[config.mk]
export PLATFORM = sky130hd
export DESIGN_NAME = se_kernel_with_derivative_blocks
export DESIGN_NICKNAME = d
export VERILOG_FILES = /design/src/hdl/sek_pkg.sv /design/src/hdl/sek_mul.sv /design/src/hdl/sek_dp.sv /design/src/hdl/sek_ctrl.sv /design/src/hdl/se_kernel_with_derivative_blocks.sv
export SDC_FILE = /design/constraint.sdc
export NUM_CORES = 2
export LEC_CHECK = 0
export BUFFER_PORTS_ARGS = -buffer_cell sky130_fd_sc_hd__clkbuf_2
export CORE_ASPECT_RATIO = 1.1
export CORE_UTILIZATION = 29
export DETAILED_ROUTE_END_ITERATION = 10
export GPL_ROUTABILITY_DRIVEN = 0
export SETUP_SLACK_MARGIN = 0.4
export SYNTH_ARGS = -nofsm -noshare
export SYNTH_HDL_FRONTEND = slang
export SYNTH_SLANG_ARGS = --single-unit
[constraint.sdc]
create_clock -name clock -period 12.91 [get_ports clock]
set_clock_uncertainty 0.1 [all_clocks]
set_input_delay 1.9365 -clock clock [delete_from_list [all_inputs] [get_ports clock]]
set_output_delay 1.9365 -clock clock [all_outputs]
set_load 0.03 [all_outputs]
[src/hdl/sek_pkg.sv]
// Shared types, constants and the exponent table of the SE kernel block.
`default_nettype none
package sek_pkg;

   localparam int MAX_DIM_DEF   = 6;
   localparam int MAX_DERIV_DEF = 7;
   localparam int NUM_LEN       = 6;

   localparam int COORD_W    = 24;
   localparam int DIFF_W     = 25;
   localparam int GAIN_W     = 24;
   localparam int IDX_W      = 3;
   localparam int CNT_W      = 3;
   localparam int COV_W      = 32;
   localparam int LEN_IW     = 3;

   localparam int MUL_AW     = 52;
   localparam int MUL_BW     = 40;
   localparam int MUL_PW     = 92;
   localparam int MUL_DIG    = 8;
   localparam int MUL_STEPS  = 5;
   localparam int STEP_W     = 3;

   localparam int NORM_W     = 59;
   localparam int K_W        = 40;
   localparam int E_W        = 33;
   localparam int BORD_W     = 33;
   localparam int PM_W       = 52;
   localparam int EXP_BITS   = 21;
   localparam int BIT_W      = 5;

   localparam int REQ_DATA_W = 56;
   localparam int REQ_USER_W = 2;
   localparam int RSP_DATA_W = 40;
   localparam int CSR_IDX_W  = 3;
   localparam int CSR_DATA_W = 24;

   localparam logic [CSR_IDX_W-1:0] REG_ALPHA = 3'd0;
   localparam logic [CSR_IDX_W-1:0] REG_DIMS  = 3'd1;
   localparam logic [CSR_IDX_W-1:0] REG_LEN0  = 3'd2;

   localparam logic [GAIN_W-1:0] ONE_Q16 = 24'd65536;

   typedef enum logic [1:0] {
      FN_PAIR    = 2'd0,
      FN_LIST1   = 2'd1,
      FN_LIST2   = 2'd2,
      FN_COMPUTE = 2'd3
   } func_type;

   typedef enum logic [2:0] {
      MS_SQ    = 3'd0,
      MS_NW    = 3'd1,
      MS_EXP   = 3'd2,
      MS_ALPHA = 3'd3,
      MS_BORD  = 3'd4,
      MS_INNER = 3'd5,
      MS_SCALE = 3'd6
   } mul_sel_type;

   typedef struct packed {
      logic              load;
      logic              norm_clr;
      logic              e_init;
      logic              k_zero;
      logic              mul_start;
      mul_sel_type       mul_sel;
      logic              side_col;
      logic              v_kern;
      logic              emit;
      logic              last;
      logic              clear_lists;
      logic [IDX_W-1:0]  k;
      logic [BIT_W-1:0]  bitj;
      logic [CNT_W-1:0]  ri;
      logic [CNT_W-1:0]  cj;
   } sek_cmd_type;

   typedef struct packed {
      logic              mul_done;
      logic              x_big;
      logic              x_bit;
      logic [IDX_W-1:0]  dims_eff;
      logic [CNT_W-1:0]  cnt1;
      logic [CNT_W-1:0]  cnt2;
      logic              out_free;
   } sek_stat_type;

   // exp(-2^(j-16)) in unsigned Q0.32
   function automatic logic [31:0] exp_tab(input logic [BIT_W-1:0] j);
      logic [31:0] r;
      case (j)
         5'd0:  r = 32'd4294901760;
         5'd1:  r = 32'd4294836226;
         5'd2:  r = 32'd4294705160;
         5'd3:  r = 32'd4294443040;
         5'd4:  r = 32'd4293918848;
         5'd5:  r = 32'd4292870656;
         5'd6:  r = 32'd4290775039;
         5'd7:  r = 32'd4286586875;
         5'd8:  r = 32'd4278222805;
         5'd9:  r = 32'd4261543595;
         5'd10: r = 32'd4228380000;
         5'd11: r = 32'd4162825044;
         5'd12: r = 32'd4034748382;
         5'd13: r = 32'd3790295335;
         5'd14: r = 32'd3344923893;
         5'd15: r = 32'd2605029347;
         5'd16: r = 32'd1580030169;
         5'd17: r = 32'd581260615;
         5'd18: r = 32'd78665070;
         5'd19: r = 32'd1440801;
         5'd20: r = 32'd483;
         default: r = 32'd0;
      endcase
      return r;
   endfunction

endpackage
`default_nettype wire

[src/hdl/sek_mul.sv]
// Shared multi-cycle multiplier, one 8-bit digit of the second operand per cycle.
`default_nettype none
module sek_mul
   import sek_pkg::*;
(
   input  wire logic              clock,
   input  wire logic              reset,
   input  wire logic              start,
   input  wire logic [MUL_AW-1:0] op_a,
   input  wire logic [MUL_BW-1:0] op_b,
   output logic                   done,
   output logic [MUL_PW-1:0]      prod
);

   logic [MUL_PW-1:0] a_sh_ff, a_sh_in, acc_ff, acc_in, part;
   logic [MUL_BW-1:0] b_sh_ff, b_sh_in;
   logic [STEP_W-1:0] step_ff, step_in;
   logic              busy_ff, busy_in, done_ff, done_in;

   assign part = a_sh_ff * MUL_PW'(b_sh_ff[MUL_DIG-1:0]);

   always_comb begin
      a_sh_in = a_sh_ff;
      b_sh_in = b_sh_ff;
      acc_in  = acc_ff;
      step_in = step_ff;
      busy_in = busy_ff;
      done_in = 1'b0;
      if (start) begin
         a_sh_in = MUL_PW'(op_a);
         b_sh_in = op_b;
         acc_in  = '0;
         step_in = '0;
         busy_in = 1'b1;
      end else if (busy_ff) begin
         acc_in  = acc_ff + part;
         a_sh_in = a_sh_ff << MUL_DIG;
         b_sh_in = b_sh_ff >> MUL_DIG;
         step_in = step_ff + STEP_W'(1);
         if (step_ff == STEP_W'(MUL_STEPS - 1)) begin
            busy_in = 1'b0;
            done_in = 1'b1;
         end
      end
   end

   always_ff @(posedge clock) begin
      a_sh_ff <= a_sh_in;
      b_sh_ff <= b_sh_in;
      acc_ff  <= acc_in;
      if (reset) begin
         step_ff <= '0;
         busy_ff <= 1'b0;
         done_ff <= 1'b0;
      end else begin
         step_ff <= step_in;
         busy_ff <= busy_in;
         done_ff <= done_in;
      end
   end

   assign done = done_ff;
   assign prod = acc_ff;

endmodule
`default_nettype wire

[src/hdl/sek_dp.sv]
// Datapath: stores, config registers, kernel arithmetic and the result register.
`default_nettype none
module sek_dp
   import sek_pkg::*;
#(
   parameter int MAX_DIM   = MAX_DIM_DEF,
   parameter int MAX_DERIV = MAX_DERIV_DEF
) (
   input  wire logic                  clock,
   input  wire logic                  reset,
   input  wire sek_cmd_type           cmd,
   output sek_stat_type               stat,
   input  wire func_type              req_func,
   input  wire logic [IDX_W-1:0]      req_dim,
   input  wire logic [COORD_W-1:0]    req_coord_one,
   input  wire logic [COORD_W-1:0]    req_coord_two,
   input  wire logic                  csr_we,
   input  wire logic [CSR_IDX_W-1:0]  csr_index,
   input  wire logic [CSR_DATA_W-1:0] csr_wdata,
   input  wire logic                  rsp_tready,
   output logic                       rsp_valid,
   output logic [CNT_W-1:0]           rsp_row,
   output logic [CNT_W-1:0]           rsp_col,
   output logic [COV_W-1:0]           rsp_cov,
   output logic                       rsp_last
);

   localparam int DIM_IW = (MAX_DIM > 1) ? $clog2(MAX_DIM) : 1;
   localparam int LST_IW = (MAX_DERIV > 1) ? $clog2(MAX_DERIV) : 1;

   logic [GAIN_W-1:0]        alpha_ff;
   logic [IDX_W-1:0]         dims_ff;
   logic [GAIN_W-1:0]        w_ff [NUM_LEN];
   logic signed [COORD_W-1:0] p1_ff [MAX_DIM];
   logic signed [COORD_W-1:0] p2_ff [MAX_DIM];
   logic [IDX_W-1:0]         l1_ff [MAX_DERIV];
   logic [IDX_W-1:0]         l2_ff [MAX_DERIV];
   logic [CNT_W-1:0]         cnt1_ff, cnt2_ff;

   logic [NORM_W-1:0]        norm_ff;
   logic [E_W-1:0]           e_ff;
   logic [K_W-1:0]           k_ff;
   logic [BORD_W-1:0]        br_ff, bc_ff;
   logic                     brn_ff, bcn_ff;
   logic [PM_W-1:0]          pmag_ff;
   logic                     pneg_ff;
   logic [COV_W-1:0]         v_ff;
   mul_sel_type              sel_ff;
   logic                     side_ff, bneg_ff, sneg_ff;
   logic [GAIN_W-1:0]        wc_ff;

   logic                     rv_ff;
   logic [CNT_W-1:0]         rrow_ff, rcol_ff;
   logic [COV_W-1:0]         rcov_ff;
   logic                     rlast_ff;

   logic [CNT_W-1:0]         ri_m1, cj_m1;
   logic [IDX_W-1:0]         lr, lc, sel_dim;
   logic signed [DIFF_W-1:0] d12;
   logic [DIFF_W-1:0]        mag_d;
   logic                     bord_neg;
   logic [GAIN_W-1:0]        w_sel;
   logic [MUL_AW-1:0]        op_a;
   logic [MUL_BW-1:0]        op_b;
   logic                     mul_done;
   logic [MUL_PW-1:0]        prod;
   logic                     scale_neg;
   logic [MUL_AW-1:0]        scale_a;
   logic [65:0]              exp_r;
   logic [BORD_W-1:0]        bmag;
   logic [PM_W-1:0]          pm, ps, pv;
   logic [60:0]              m_sc;
   logic [COV_W-1:0]         v_sc;
   logic [EXP_BITS-1:0]      xv;

   assign ri_m1 = cmd.ri - CNT_W'(1);
   assign cj_m1 = cmd.cj - CNT_W'(1);
   assign lr    = l1_ff[ri_m1[LST_IW-1:0]];
   assign lc    = l2_ff[cj_m1[LST_IW-1:0]];

   always_comb begin
      if (cmd.mul_sel == MS_BORD) begin
         sel_dim = cmd.side_col ? lc : lr;
      end else begin
         sel_dim = cmd.k;
      end
   end

   assign d12      = DIFF_W'(p1_ff[sel_dim[DIM_IW-1:0]]) - DIFF_W'(p2_ff[sel_dim[DIM_IW-1:0]]);
   assign mag_d    = d12[DIFF_W-1] ? DIFF_W'(-d12) : DIFF_W'(d12);
   // row border uses p2-p1, column border p1-p2
   assign bord_neg = cmd.side_col ? d12[DIFF_W-1] : (d12 > 0);
   assign w_sel    = w_ff[sel_dim[LEN_IW-1:0]];

   always_comb begin
      if (cmd.ri != '0 && cmd.cj != '0) begin
         scale_a   = pmag_ff;
         scale_neg = pneg_ff;
      end else if (cmd.ri != '0) begin
         scale_a   = MUL_AW'(br_ff);
         scale_neg = brn_ff;
      end else begin
         scale_a   = MUL_AW'(bc_ff);
         scale_neg = bcn_ff;
      end
   end

   always_comb begin
      op_a = MUL_AW'(mag_d);
      op_b = MUL_BW'(mag_d);
      case (cmd.mul_sel)
         MS_SQ: begin
            op_a = MUL_AW'(mag_d);
            op_b = MUL_BW'(mag_d);
         end
         MS_NW: begin
            op_a = MUL_AW'(prod[47:16]);
            op_b = MUL_BW'(w_sel);
         end
         MS_EXP: begin
            op_a = MUL_AW'(e_ff);
            op_b = MUL_BW'(exp_tab(cmd.bitj));
         end
         MS_ALPHA: begin
            op_a = MUL_AW'(alpha_ff);
            op_b = MUL_BW'(e_ff);
         end
         MS_BORD: begin
            op_a = MUL_AW'(mag_d);
            op_b = MUL_BW'(w_sel);
         end
         MS_INNER: begin
            op_a = MUL_AW'(br_ff);
            op_b = MUL_BW'(bc_ff);
         end
         MS_SCALE: begin
            op_a = scale_a;
            op_b = k_ff;
         end
         default: ;
      endcase
   end

   sek_mul u_mul (
      .clock (clock),
      .reset (reset),
      .start (cmd.mul_start),
      .op_a  (op_a),
      .op_b  (op_b),
      .done  (mul_done),
      .prod  (prod)
   );

   // rounding and saturation of the finished product
   assign exp_r = prod[65:0] + 66'h0_8000_0000;
   assign bmag  = BORD_W'(prod[47:16]) + BORD_W'(prod[15]);
   assign pm    = PM_W'(prod[65:16]) + PM_W'(prod[15]);
   assign ps    = (brn_ff ^ bcn_ff) ? -pm : pm;
   assign pv    = ps + ((lr == lc) ? PM_W'(wc_ff) : '0);
   assign m_sc  = 61'(prod[91:32]) + 61'(prod[31]);

   always_comb begin
      if (sneg_ff) begin
         v_sc = (m_sc > 61'h8000_0000) ? 32'h8000_0000 : -m_sc[COV_W-1:0];
      end else begin
         v_sc = (m_sc > 61'h7FFF_FFFF) ? 32'h7FFF_FFFF : m_sc[COV_W-1:0];
      end
   end

   // config and point stores
   always_ff @(posedge clock) begin
      if (reset) begin
         alpha_ff <= ONE_Q16;
         dims_ff  <= IDX_W'(1);
         for (int n = 0; n < NUM_LEN; n++) w_ff[n] <= ONE_Q16;
         for (int n = 0; n < MAX_DIM; n++) begin
            p1_ff[n] <= '0;
            p2_ff[n] <= '0;
         end
         cnt1_ff <= '0;
         cnt2_ff <= '0;
      end else begin
         if (csr_we) begin
            case (csr_index)
               REG_ALPHA: alpha_ff <= csr_wdata;
               REG_DIMS:  dims_ff  <= csr_wdata[IDX_W-1:0];
               default: begin
                  if (csr_index >= REG_LEN0) begin
                     w_ff[LEN_IW'(csr_index - REG_LEN0)] <= csr_wdata;
                  end
               end
            endcase
         end
         if (cmd.load && req_dim < IDX_W'(MAX_DIM)) begin
            case (req_func)
               FN_PAIR: begin
                  p1_ff[req_dim[DIM_IW-1:0]] <= req_coord_one;
                  p2_ff[req_dim[DIM_IW-1:0]] <= req_coord_two;
               end
               FN_LIST1: begin
                  if (cnt1_ff < CNT_W'(MAX_DERIV)) cnt1_ff <= cnt1_ff + CNT_W'(1);
               end
               FN_LIST2: begin
                  if (cnt2_ff < CNT_W'(MAX_DERIV)) cnt2_ff <= cnt2_ff + CNT_W'(1);
               end
               default: ;
            endcase
         end
         if (cmd.clear_lists) begin
            cnt1_ff <= '0;
            cnt2_ff <= '0;
         end
      end
   end

   always_ff @(posedge clock) begin
      if (cmd.load && req_dim < IDX_W'(MAX_DIM)) begin
         if (req_func == FN_LIST1 && cnt1_ff < CNT_W'(MAX_DERIV)) begin
            l1_ff[cnt1_ff[LST_IW-1:0]] <= req_dim;
         end
         if (req_func == FN_LIST2 && cnt2_ff < CNT_W'(MAX_DERIV)) begin
            l2_ff[cnt2_ff[LST_IW-1:0]] <= req_dim;
         end
      end
   end

   // arithmetic registers
   always_ff @(posedge clock) begin
      if (cmd.norm_clr) norm_ff <= '0;
      if (cmd.e_init)   e_ff    <= E_W'(1) << 32;
      if (cmd.k_zero)   k_ff    <= '0;
      if (cmd.v_kern)   v_ff    <= COV_W'(k_ff[K_W-1:16]) + COV_W'(k_ff[15]);
      if (mul_done) begin
         case (sel_ff)
            MS_NW:    norm_ff <= norm_ff + NORM_W'(prod[55:0]);
            MS_EXP:   e_ff    <= exp_r[64:32];
            MS_ALPHA: k_ff    <= K_W'(prod[55:16]) + K_W'(prod[15]);
            MS_BORD: begin
               if (side_ff) begin
                  bc_ff  <= bmag;
                  bcn_ff <= bneg_ff;
               end else begin
                  br_ff  <= bmag;
                  brn_ff <= bneg_ff;
               end
            end
            MS_INNER: begin
               pneg_ff <= pv[PM_W-1];
               pmag_ff <= pv[PM_W-1] ? -pv : pv;
            end
            MS_SCALE: v_ff <= v_sc;
            default: ;
         endcase
      end
      if (cmd.mul_start) begin
         side_ff <= cmd.side_col;
         bneg_ff <= bord_neg;
         sneg_ff <= scale_neg;
         if (cmd.mul_sel == MS_BORD && cmd.side_col) wc_ff <= w_sel;
      end
   end

   always_ff @(posedge clock) begin
      if (reset) begin
         sel_ff <= MS_SQ;
         rv_ff  <= 1'b0;
      end else begin
         if (cmd.mul_start) sel_ff <= cmd.mul_sel;
         if (cmd.emit) begin
            rv_ff <= 1'b1;
         end else if (rsp_tready) begin
            rv_ff <= 1'b0;
         end
      end
   end

   always_ff @(posedge clock) begin
      if (cmd.emit) begin
         rrow_ff  <= cmd.ri;
         rcol_ff  <= cmd.cj;
         rcov_ff  <= v_ff;
         rlast_ff <= cmd.last;
      end
   end

   assign xv = norm_ff[17 +: EXP_BITS];

   always_comb begin
      stat.mul_done = mul_done;
      stat.x_big    = |norm_ff[NORM_W-1:17+EXP_BITS];
      stat.x_bit    = xv[cmd.bitj];
      stat.dims_eff = (dims_ff > IDX_W'(MAX_DIM)) ? IDX_W'(MAX_DIM) : dims_ff;
      stat.cnt1     = cnt1_ff;
      stat.cnt2     = cnt2_ff;
      stat.out_free = !rv_ff || rsp_tready;
   end

   assign rsp_valid = rv_ff;
   assign rsp_row   = rrow_ff;
   assign rsp_col   = rcol_ff;
   assign rsp_cov   = rcov_ff;
   assign rsp_last  = rlast_ff;

endmodule
`default_nettype wire

[src/hdl/sek_ctrl.sv]
// Controller: sequences norm, exponent, borders and block entries.
`default_nettype none
module sek_ctrl
   import sek_pkg::*;
(
   input  wire logic         clock,
   input  wire logic         reset,
   input  wire logic         req_tvalid,
   input  wire func_type     req_func,
   output logic              req_tready,
   input  wire sek_stat_type stat,
   output sek_cmd_type       cmd
);

   typedef enum logic [15:0] {
      ST_IDLE    = 16'h0001,
      ST_NORM    = 16'h0002,
      ST_W_SQ    = 16'h0004,
      ST_W_NW    = 16'h0008,
      ST_EXPI    = 16'h0010,
      ST_EXPB    = 16'h0020,
      ST_W_EXP   = 16'h0040,
      ST_W_ALPHA = 16'h0080,
      ST_ENT     = 16'h0100,
      ST_W_BR    = 16'h0200,
      ST_W_BC    = 16'h0400,
      ST_VAL     = 16'h0800,
      ST_W_IN    = 16'h1000,
      ST_SCS     = 16'h2000,
      ST_W_SC    = 16'h4000,
      ST_EMIT    = 16'h8000
   } state_type;

   state_type        state_ff, state_in;
   logic [IDX_W-1:0] k_ff, k_in;
   logic [BIT_W-1:0] bit_ff, bit_in;
   logic [CNT_W-1:0] ri_ff, ri_in, cj_ff, cj_in;

   always_comb begin
      state_in   = state_ff;
      k_in       = k_ff;
      bit_in     = bit_ff;
      ri_in      = ri_ff;
      cj_in      = cj_ff;
      cmd        = '0;
      cmd.k      = k_ff;
      cmd.bitj   = bit_ff;
      cmd.ri     = ri_ff;
      cmd.cj     = cj_ff;
      req_tready = (state_ff == ST_IDLE);
      case (state_ff)
         ST_IDLE: begin
            if (req_tvalid) begin
               if (req_func == FN_COMPUTE) begin
                  cmd.norm_clr = 1'b1;
                  k_in         = '0;
                  state_in     = ST_NORM;
               end else begin
                  cmd.load = 1'b1;
               end
            end
         end
         ST_NORM: begin
            if (k_ff < stat.dims_eff) begin
               cmd.mul_start = 1'b1;
               cmd.mul_sel   = MS_SQ;
               state_in      = ST_W_SQ;
            end else begin
               cmd.e_init = 1'b1;
               state_in   = ST_EXPI;
            end
         end
         ST_W_SQ: begin
            if (stat.mul_done) begin
               cmd.mul_start = 1'b1;
               cmd.mul_sel   = MS_NW;
               state_in      = ST_W_NW;
            end
         end
         ST_W_NW: begin
            if (stat.mul_done) begin
               k_in     = k_ff + IDX_W'(1);
               state_in = ST_NORM;
            end
         end
         ST_EXPI: begin
            ri_in = '0;
            cj_in = '0;
            if (stat.x_big) begin
               cmd.k_zero = 1'b1;
               state_in   = ST_ENT;
            end else begin
               bit_in   = '0;
               state_in = ST_EXPB;
            end
         end
         ST_EXPB: begin
            if (bit_ff == BIT_W'(EXP_BITS)) begin
               cmd.mul_start = 1'b1;
               cmd.mul_sel   = MS_ALPHA;
               state_in      = ST_W_ALPHA;
            end else if (stat.x_bit) begin
               cmd.mul_start = 1'b1;
               cmd.mul_sel   = MS_EXP;
               state_in      = ST_W_EXP;
            end else begin
               bit_in = bit_ff + BIT_W'(1);
            end
         end
         ST_W_EXP: begin
            if (stat.mul_done) begin
               bit_in   = bit_ff + BIT_W'(1);
               state_in = ST_EXPB;
            end
         end
         ST_W_ALPHA: begin
            if (stat.mul_done) state_in = ST_ENT;
         end
         ST_ENT: begin
            if (ri_ff != '0) begin
               cmd.mul_start = 1'b1;
               cmd.mul_sel   = MS_BORD;
               state_in      = ST_W_BR;
            end else if (cj_ff != '0) begin
               cmd.mul_start = 1'b1;
               cmd.mul_sel   = MS_BORD;
               cmd.side_col  = 1'b1;
               state_in      = ST_W_BC;
            end else begin
               state_in = ST_VAL;
            end
         end
         ST_W_BR: begin
            if (stat.mul_done) begin
               if (cj_ff != '0) begin
                  cmd.mul_start = 1'b1;
                  cmd.mul_sel   = MS_BORD;
                  cmd.side_col  = 1'b1;
                  state_in      = ST_W_BC;
               end else begin
                  state_in = ST_VAL;
               end
            end
         end
         ST_W_BC: begin
            if (stat.mul_done) state_in = ST_VAL;
         end
         ST_VAL: begin
            if (ri_ff == '0 && cj_ff == '0) begin
               cmd.v_kern = 1'b1;
               state_in   = ST_EMIT;
            end else if (ri_ff != '0 && cj_ff != '0) begin
               cmd.mul_start = 1'b1;
               cmd.mul_sel   = MS_INNER;
               state_in      = ST_W_IN;
            end else begin
               cmd.mul_start = 1'b1;
               cmd.mul_sel   = MS_SCALE;
               state_in      = ST_W_SC;
            end
         end
         ST_W_IN: begin
            if (stat.mul_done) state_in = ST_SCS;
         end
         ST_SCS: begin
            cmd.mul_start = 1'b1;
            cmd.mul_sel   = MS_SCALE;
            state_in      = ST_W_SC;
         end
         ST_W_SC: begin
            if (stat.mul_done) state_in = ST_EMIT;
         end
         ST_EMIT: begin
            if (stat.out_free) begin
               cmd.emit = 1'b1;
               cmd.last = (ri_ff == stat.cnt1) && (cj_ff == stat.cnt2);
               if (ri_ff < stat.cnt1) begin
                  ri_in    = ri_ff + CNT_W'(1);
                  state_in = ST_ENT;
               end else begin
                  ri_in = '0;
                  if (cj_ff < stat.cnt2) begin
                     cj_in    = cj_ff + CNT_W'(1);
                     state_in = ST_ENT;
                  end else begin
                     cmd.clear_lists = 1'b1;
                     state_in        = ST_IDLE;
                  end
               end
            end
         end
         default: state_in = ST_IDLE;
      endcase
   end

   always_ff @(posedge clock) begin
      if (reset) begin
         state_ff <= ST_IDLE;
         k_ff     <= '0;
         bit_ff   <= '0;
         ri_ff    <= '0;
         cj_ff    <= '0;
      end else begin
         state_ff <= state_in;
         k_ff     <= k_in;
         bit_ff   <= bit_in;
         ri_ff    <= ri_in;
         cj_ff    <= cj_in;
      end
   end

endmodule
`default_nettype wire

[src/hdl/se_kernel_with_derivative_blocks.sv]
// A load word (pair or derivative index) is taken while idle and gives no result.
// Compute word: the norm per dimension, a scan of the exponent bits with a product
// per set bit, the gain, then each entry: (0,0), a border or an inner entry; each
// product waits on the shared 8-bit-digit multiplier, which sets the pace.
// One compute word at a time.
// Reset (synchronous, active high) restores config defaults, zeroes points and lists.
`default_nettype none
module se_kernel_with_derivative_blocks
   import sek_pkg::*;
#(
   parameter int MAX_DIM   = MAX_DIM_DEF,
   parameter int MAX_DERIV = MAX_DERIV_DEF
) (
   input  wire logic                  clock,
   input  wire logic                  reset,
   // request words
   input  wire logic                  req_tvalid,
   output logic                       req_tready,
   input  wire logic [REQ_DATA_W-1:0] req_tdata,  // dim_index, coord_one, coord_two
   input  wire logic [REQ_USER_W-1:0] req_tuser,  // func
   // block entries
   output logic                       rsp_tvalid,
   input  wire logic                  rsp_tready,
   output logic [RSP_DATA_W-1:0]      rsp_tdata,  // row_index, col_index, cov_value
   output logic                       rsp_tlast,  // last_entry
   // config writes
   input  wire logic                  csr_we,
   input  wire logic [CSR_IDX_W-1:0]  csr_index,
   input  wire logic [CSR_DATA_W-1:0] csr_wdata
);

   sek_cmd_type      cmd;
   sek_stat_type     stat;
   func_type         req_func;
   logic [CNT_W-1:0] rsp_row, rsp_col;
   logic [COV_W-1:0] rsp_cov;

   assign req_func = func_type'(req_tuser);

   // controller owns sequencing; datapath owns all stores and arithmetic
   sek_ctrl u_ctrl (
      .clock      (clock),
      .reset      (reset),
      .req_tvalid (req_tvalid),
      .req_func   (req_func),
      .req_tready (req_tready),
      .stat       (stat),
      .cmd        (cmd)
   );

   sek_dp #(
      .MAX_DIM   (MAX_DIM),
      .MAX_DERIV (MAX_DERIV)
   ) u_dp (
      .clock         (clock),
      .reset         (reset),
      .cmd           (cmd),
      .stat          (stat),
      .req_func      (req_func),
      .req_dim       (req_tdata[2:0]),
      .req_coord_one (req_tdata[26:3]),
      .req_coord_two (req_tdata[50:27]),
      .csr_we        (csr_we),
      .csr_index     (csr_index),
      .csr_wdata     (csr_wdata),
      .rsp_tready    (rsp_tready),
      .rsp_valid     (rsp_tvalid),
      .rsp_row       (rsp_row),
      .rsp_col       (rsp_col),
      .rsp_cov       (rsp_cov),
      .rsp_last      (rsp_tlast)
   );

   assign rsp_tdata = {2'b00, rsp_cov, rsp_col, rsp_row};

endmodule
`default_nettype wire

==> summary.md <==
| Metric | Value |
|---|---|
| Reg2reg setup slack | 2.75 ns |
| Crit-path slowest cell | a2111oi_0 |
| Setup TNS Final | 0 ns |
| Die X | 535.0 um |
| Final Hold Vio Count | 0 |
| Synth Area in XOR/XNOR | 4.490% |
| Switch share | 46.26% |
| Clock Pin Slew Worst Setup and Hold Paths | 0.07 ns |
| WHS Path Cells | 0 |
| Worst R2R Path Depth | 29 |
| Initial DRC Count | 7,850 |
| Hold Slack | 0.3255 ns |
| Reg2reg start | u_ctrl.ri_ff[0]$_SDFFE_PP0P_ |
| RSZ-0062 raised after global routing | no |
| GRT Util Overall | 18.82% |
| Flop pwr share | 21.0% |
| DP Wirelength | 216,900 um |
| Remaining antenna violation count | 0 |
| Reg-to-Reg End | u_dp.u_mul.a_sh_ff[16]$_DFFE_PP_ |
| Skew-Pair Late Insertion Delay | 0.85 ns |
| CTS Root Cell | clkbuf_16 |
| Number of synthesized flops with an enable pin | 897 |
| Initial antenna violation count | 17 |
| Post-Syn Area per Cell | 9.296 um^2 |
| Share of cells above drive strength 1 | 6.731% |
| GR Layer Usage met2 | 30.50% |
| Comb power frac | 62.5% |
| Final setup viols | 0 |
| Core ar. | 309,800 um^2 |
| End point of the worst hold path | u_dp.rsp_cov[30]$_DFFE_PP_ |
| Yosys warns | 0 |
| Pins Over Slew Limit | 0 |
| Worst Tran Pin Value | 1.378 ns |
| Place WS | 2.816 ns |
| Worst Path Arrival | 10.67 ns |
| Cts hold-fix bufs | 0 |
| Drt wl/cell | 21.82 um |
| Int Power | 13,770 uW |
| Syn Std Cell Area | 90,630 um^2 |
| Net switching power | 11,850 uW |
| TritonCTS clock tree | done |
| Max VDD drop | 0.3401 mV |
| Vias per inst | 5.268 |
| Buffers on Ports | 125 |
| Status | finished clean |
| Worst EP required | 13.42 ns |
| Vias in the first global route | 70,293 |
| Met3 Use GR | 2.970% |
| Area Overhead vs Synth | 10.91% |
| Post-synth top flop | edfxtp_1 |
| Type of origin of the critical path | flop |
| Crit path max fanout | 37 |
| Finished Core Util | 32.45% |
| Starting Density | 29.26% |
| Post-cts sizing count | 0 |
| HP Class | reg -> reg |
| Worst slew margin | 8.165% |
| Top cell type's share of synthesized area | 29.72% |
| Non-Filler Instances | 13,873 |
| Std cell rows | 214 |
| CTS H-tree lvls | 4 |
| # IOs | 133 |
| Final setup margin | 2.750 ns |
| Post-CTS Setup Bufs | 0 |
| Placed insts | 13,607 |
| Routed via count | 73,086 |
| Remaining DRCs | 0 |
| Mux contribution to synthesized area | 2.339% |
| Compound-Gate Fraction of Synth Area | 11.52% |
| Pwr/cell area | 254.8 nW/um^2 |
| Gr ovfl total | 0 |
| Clock share of power | 16.5% |
| Synth async-reset ratio | 0% |
| Register bit total from synthesis | 1,297 |
| Pre-Repair DR Iteration Count | 9 |
| Inserted Clock Buffers | 150 |
| Max Clk Rate | 98.42 MHz |
| Largest net degree at the start of global routing | 115 |
| Most frequent cell after synthesis | nand2_1 |
| Lkg Pwr | 0.04007 uW |
| Simple-gate area share of the yosys netlist | 20.59% |
| Maxcap violations | 0 |
| Post-Synthesis Cells | 9,749 |
| Synth top area cells | edfxtp_1 30%, fa_1 13%, dfxtp_1 8.8%, nand2_1 7.5%, ha_1 3.6% |
| GR peak layer | met2 |
| Die H | 588.3 um |
| Min Tclk post-route | 10.16 ns |
| Adder-Cell Fraction of Synth Area | 17.03% |
| Seq/Total Area, Yosys | 38.56% |
| Critical Path Max Stage Delay | 0.93 ns |
| Die ar. | 314,800 um^2 |
| Bufs on Longest Clock Path | 4 |
| Wire length after detailed routing | 302,700 um |
| HP Start | u_dp.v_ff[30]$_DFF_P_ |
| Fin crit share | 78.70% |
| WS Path Type | reg -> reg |
| Final nets | 10,613 |
| GR met1 Demand/Resource | 24.27% |
| # fillers | 31,975 |
| Synth top cells by count | 1,810 x nand2_1, 897 x edfxtp_1, 719 x nor2_1 |
| Sink Count | 1,297 |
| Global-route wire length before repair | 452,100 um |
| Post-synth top area cell | edfxtp_1 |
| Yosys cell types | 107 |
| Largest family of logic cells by synthesized area | simple AND/OR/NAND/NOR gates |
| Worst Setup End Kind | flop |
## kinds of logic (layout without fill, tap and decap cells)
family / Yosys count / in the layout
fa+ha+maj: 868 / 868
mux: 196 / 196
compound gates: 1594 / 1594
flops: 1297 / 1297
xor+xnor: 462 / 462
other cells: 1 / 107
buf+inv: 1298 / 1212
simple gates: 4033 / 4033
## cells in the final DEF (no fill, tap or decap), types with 33 or more instances in the layout
master     synthesis  final
nand2_1         1810   1799
edfxtp_1         897    897
nor2_1           719    715
inv_1            668    666
fa_1             609    609
nand3_1          404    403
dfxtp_1          400    399
a21oi_1          379    378
and2_1           363    363
o21ai_0          359    357
xnor2_1          355    354
ha_1             259    258
mux2i_1          178    175
and3_1           158    156
clkbuf_16          0    151
buf_4             11    147
a21o_1           138    137
nor3_1           138    135
clkbuf_2           0    125
xor2_1           104    103
conb_1             1     99
o22ai_1           98     98
a31oi_1           87     87
nand4_1           83     83
nor4_1            67     64
or3_1             49     48
a211oi_1          48     48
o31ai_1           51     48
a311oi_1          48     48
a222oi_1          47     47
nand2b_1          43     42
nor2b_1           37     33
o21a_1            33     33
a22o_1            33     33
clkbuf_1         473     33
## routing by layer
metal,part of all wire (%),up-vias,wire [um]
met2,46,3273,138600
met5,0.015,-,46
met3,8.6,686,26000
met1,40,35915,121100
met4,5.6,6,16930
li1,-,33206,-
## power by group through the flow
stage | Combinational [uW] | Sequential [uW] | Clock, uW
finish | 16000 | 5380 | 4230
floorplan | 12300 | 5050 | 0
global placement | 15700 | 5440 | 0
CTS | 15900 | 5350 | 4290
global route | 17800 | 5400 | 4430
detailed placement | 15800 | 5440 | 0
## sequential cells by signal (all words and copies together) (netlist names), 24 cells and up, named ones only
register            cells
u_dp.u_mul.b_sh_ff     40
u_dp.k_ff              40
u_dp.wc_ff             24
u_dp.p2_ff            192
u_dp.rsp_cov           32
u_dp.v_ff              32
u_dp.w_ff             192
u_dp.u_mul.prod        92
u_dp.u_mul.a_sh_ff     92
u_dp.bc_ff             33
u_dp.br_ff             33
u_dp.p1_ff            192
u_dp.norm_ff           59
u_dp.pmag_ff           52
u_dp.e_ff              33
u_dp.alpha_ff          24
## cell type report
cell class | instances | area [um^2] | share of cell area (%)
clock buffer | 195 | 4054 | 4.033
inverter | 680 | 2556 | 2.543
clock inverter | 63 | 643.1 | 0.6398
multi-input combinational | 7252 | 51390 | 51.13
timing repair buffer | 274 | 1769 | 1.760
tap | 4104 | 5135 | 5.109
sequential | 1297 | 34950 | 34.77
antenna | 8 | 20.02 | 0.01992
## critical path: cells and delay by family (launching register included)
kind / cells / cell delay, ns
XOR/XNOR: 1 / 0.51
multiplexers: 1 / 0.82
buffers and inverters: 5 / 1.78
AO/OA/AOI/OAI: 12 / 3.33
flip-flops: 1 / 0.66
adder cells (fa/ha/maj): 3 / 0.96
AND/OR/NAND/NOR: 7 / 1.74
## worst max path at each step
stage	startpoint	endpoint	cells past startpoint
4_1_cts	u_ctrl.ri_ff[0]$_SDFFE_PP0P_	u_dp.u_mul.a_sh_ff[21]$_DFFE_PP_	31
2_1_floorplan	u_ctrl.ri_ff[0]$_SDFFE_PP0P_	u_dp.u_mul.b_sh_ff[24]$_DFFE_PP_	37
6_report	u_ctrl.ri_ff[0]$_SDFFE_PP0P_	u_dp.u_mul.a_sh_ff[16]$_DFFE_PP_	29
5_1_grt	u_ctrl.ri_ff[0]$_SDFFE_PP0P_	u_dp.u_mul.a_sh_ff[21]$_DFFE_PP_	32
3_3_place_gp	u_ctrl.ri_ff[0]$_SDFFE_PP0P_	u_dp.u_mul.a_sh_ff[21]$_DFFE_PP_	25
3_5_place_dp	u_ctrl.ri_ff[0]$_SDFFE_PP0P_	u_dp.u_mul.a_sh_ff[21]$_DFFE_PP_	31
## stage by stage
step | area [um^2] | power [uW]
6_report | 100500 | 25620
5_1_grt | 100500 | 27640
4_1_cts | 100500 | 25520
3_5_place_dp | 95800 | 21200
3_3_place_gp | 95800 | 21150
2_1_floorplan | 91000 | 17340
No activity file was read; power rests on OpenSTA's default activity.
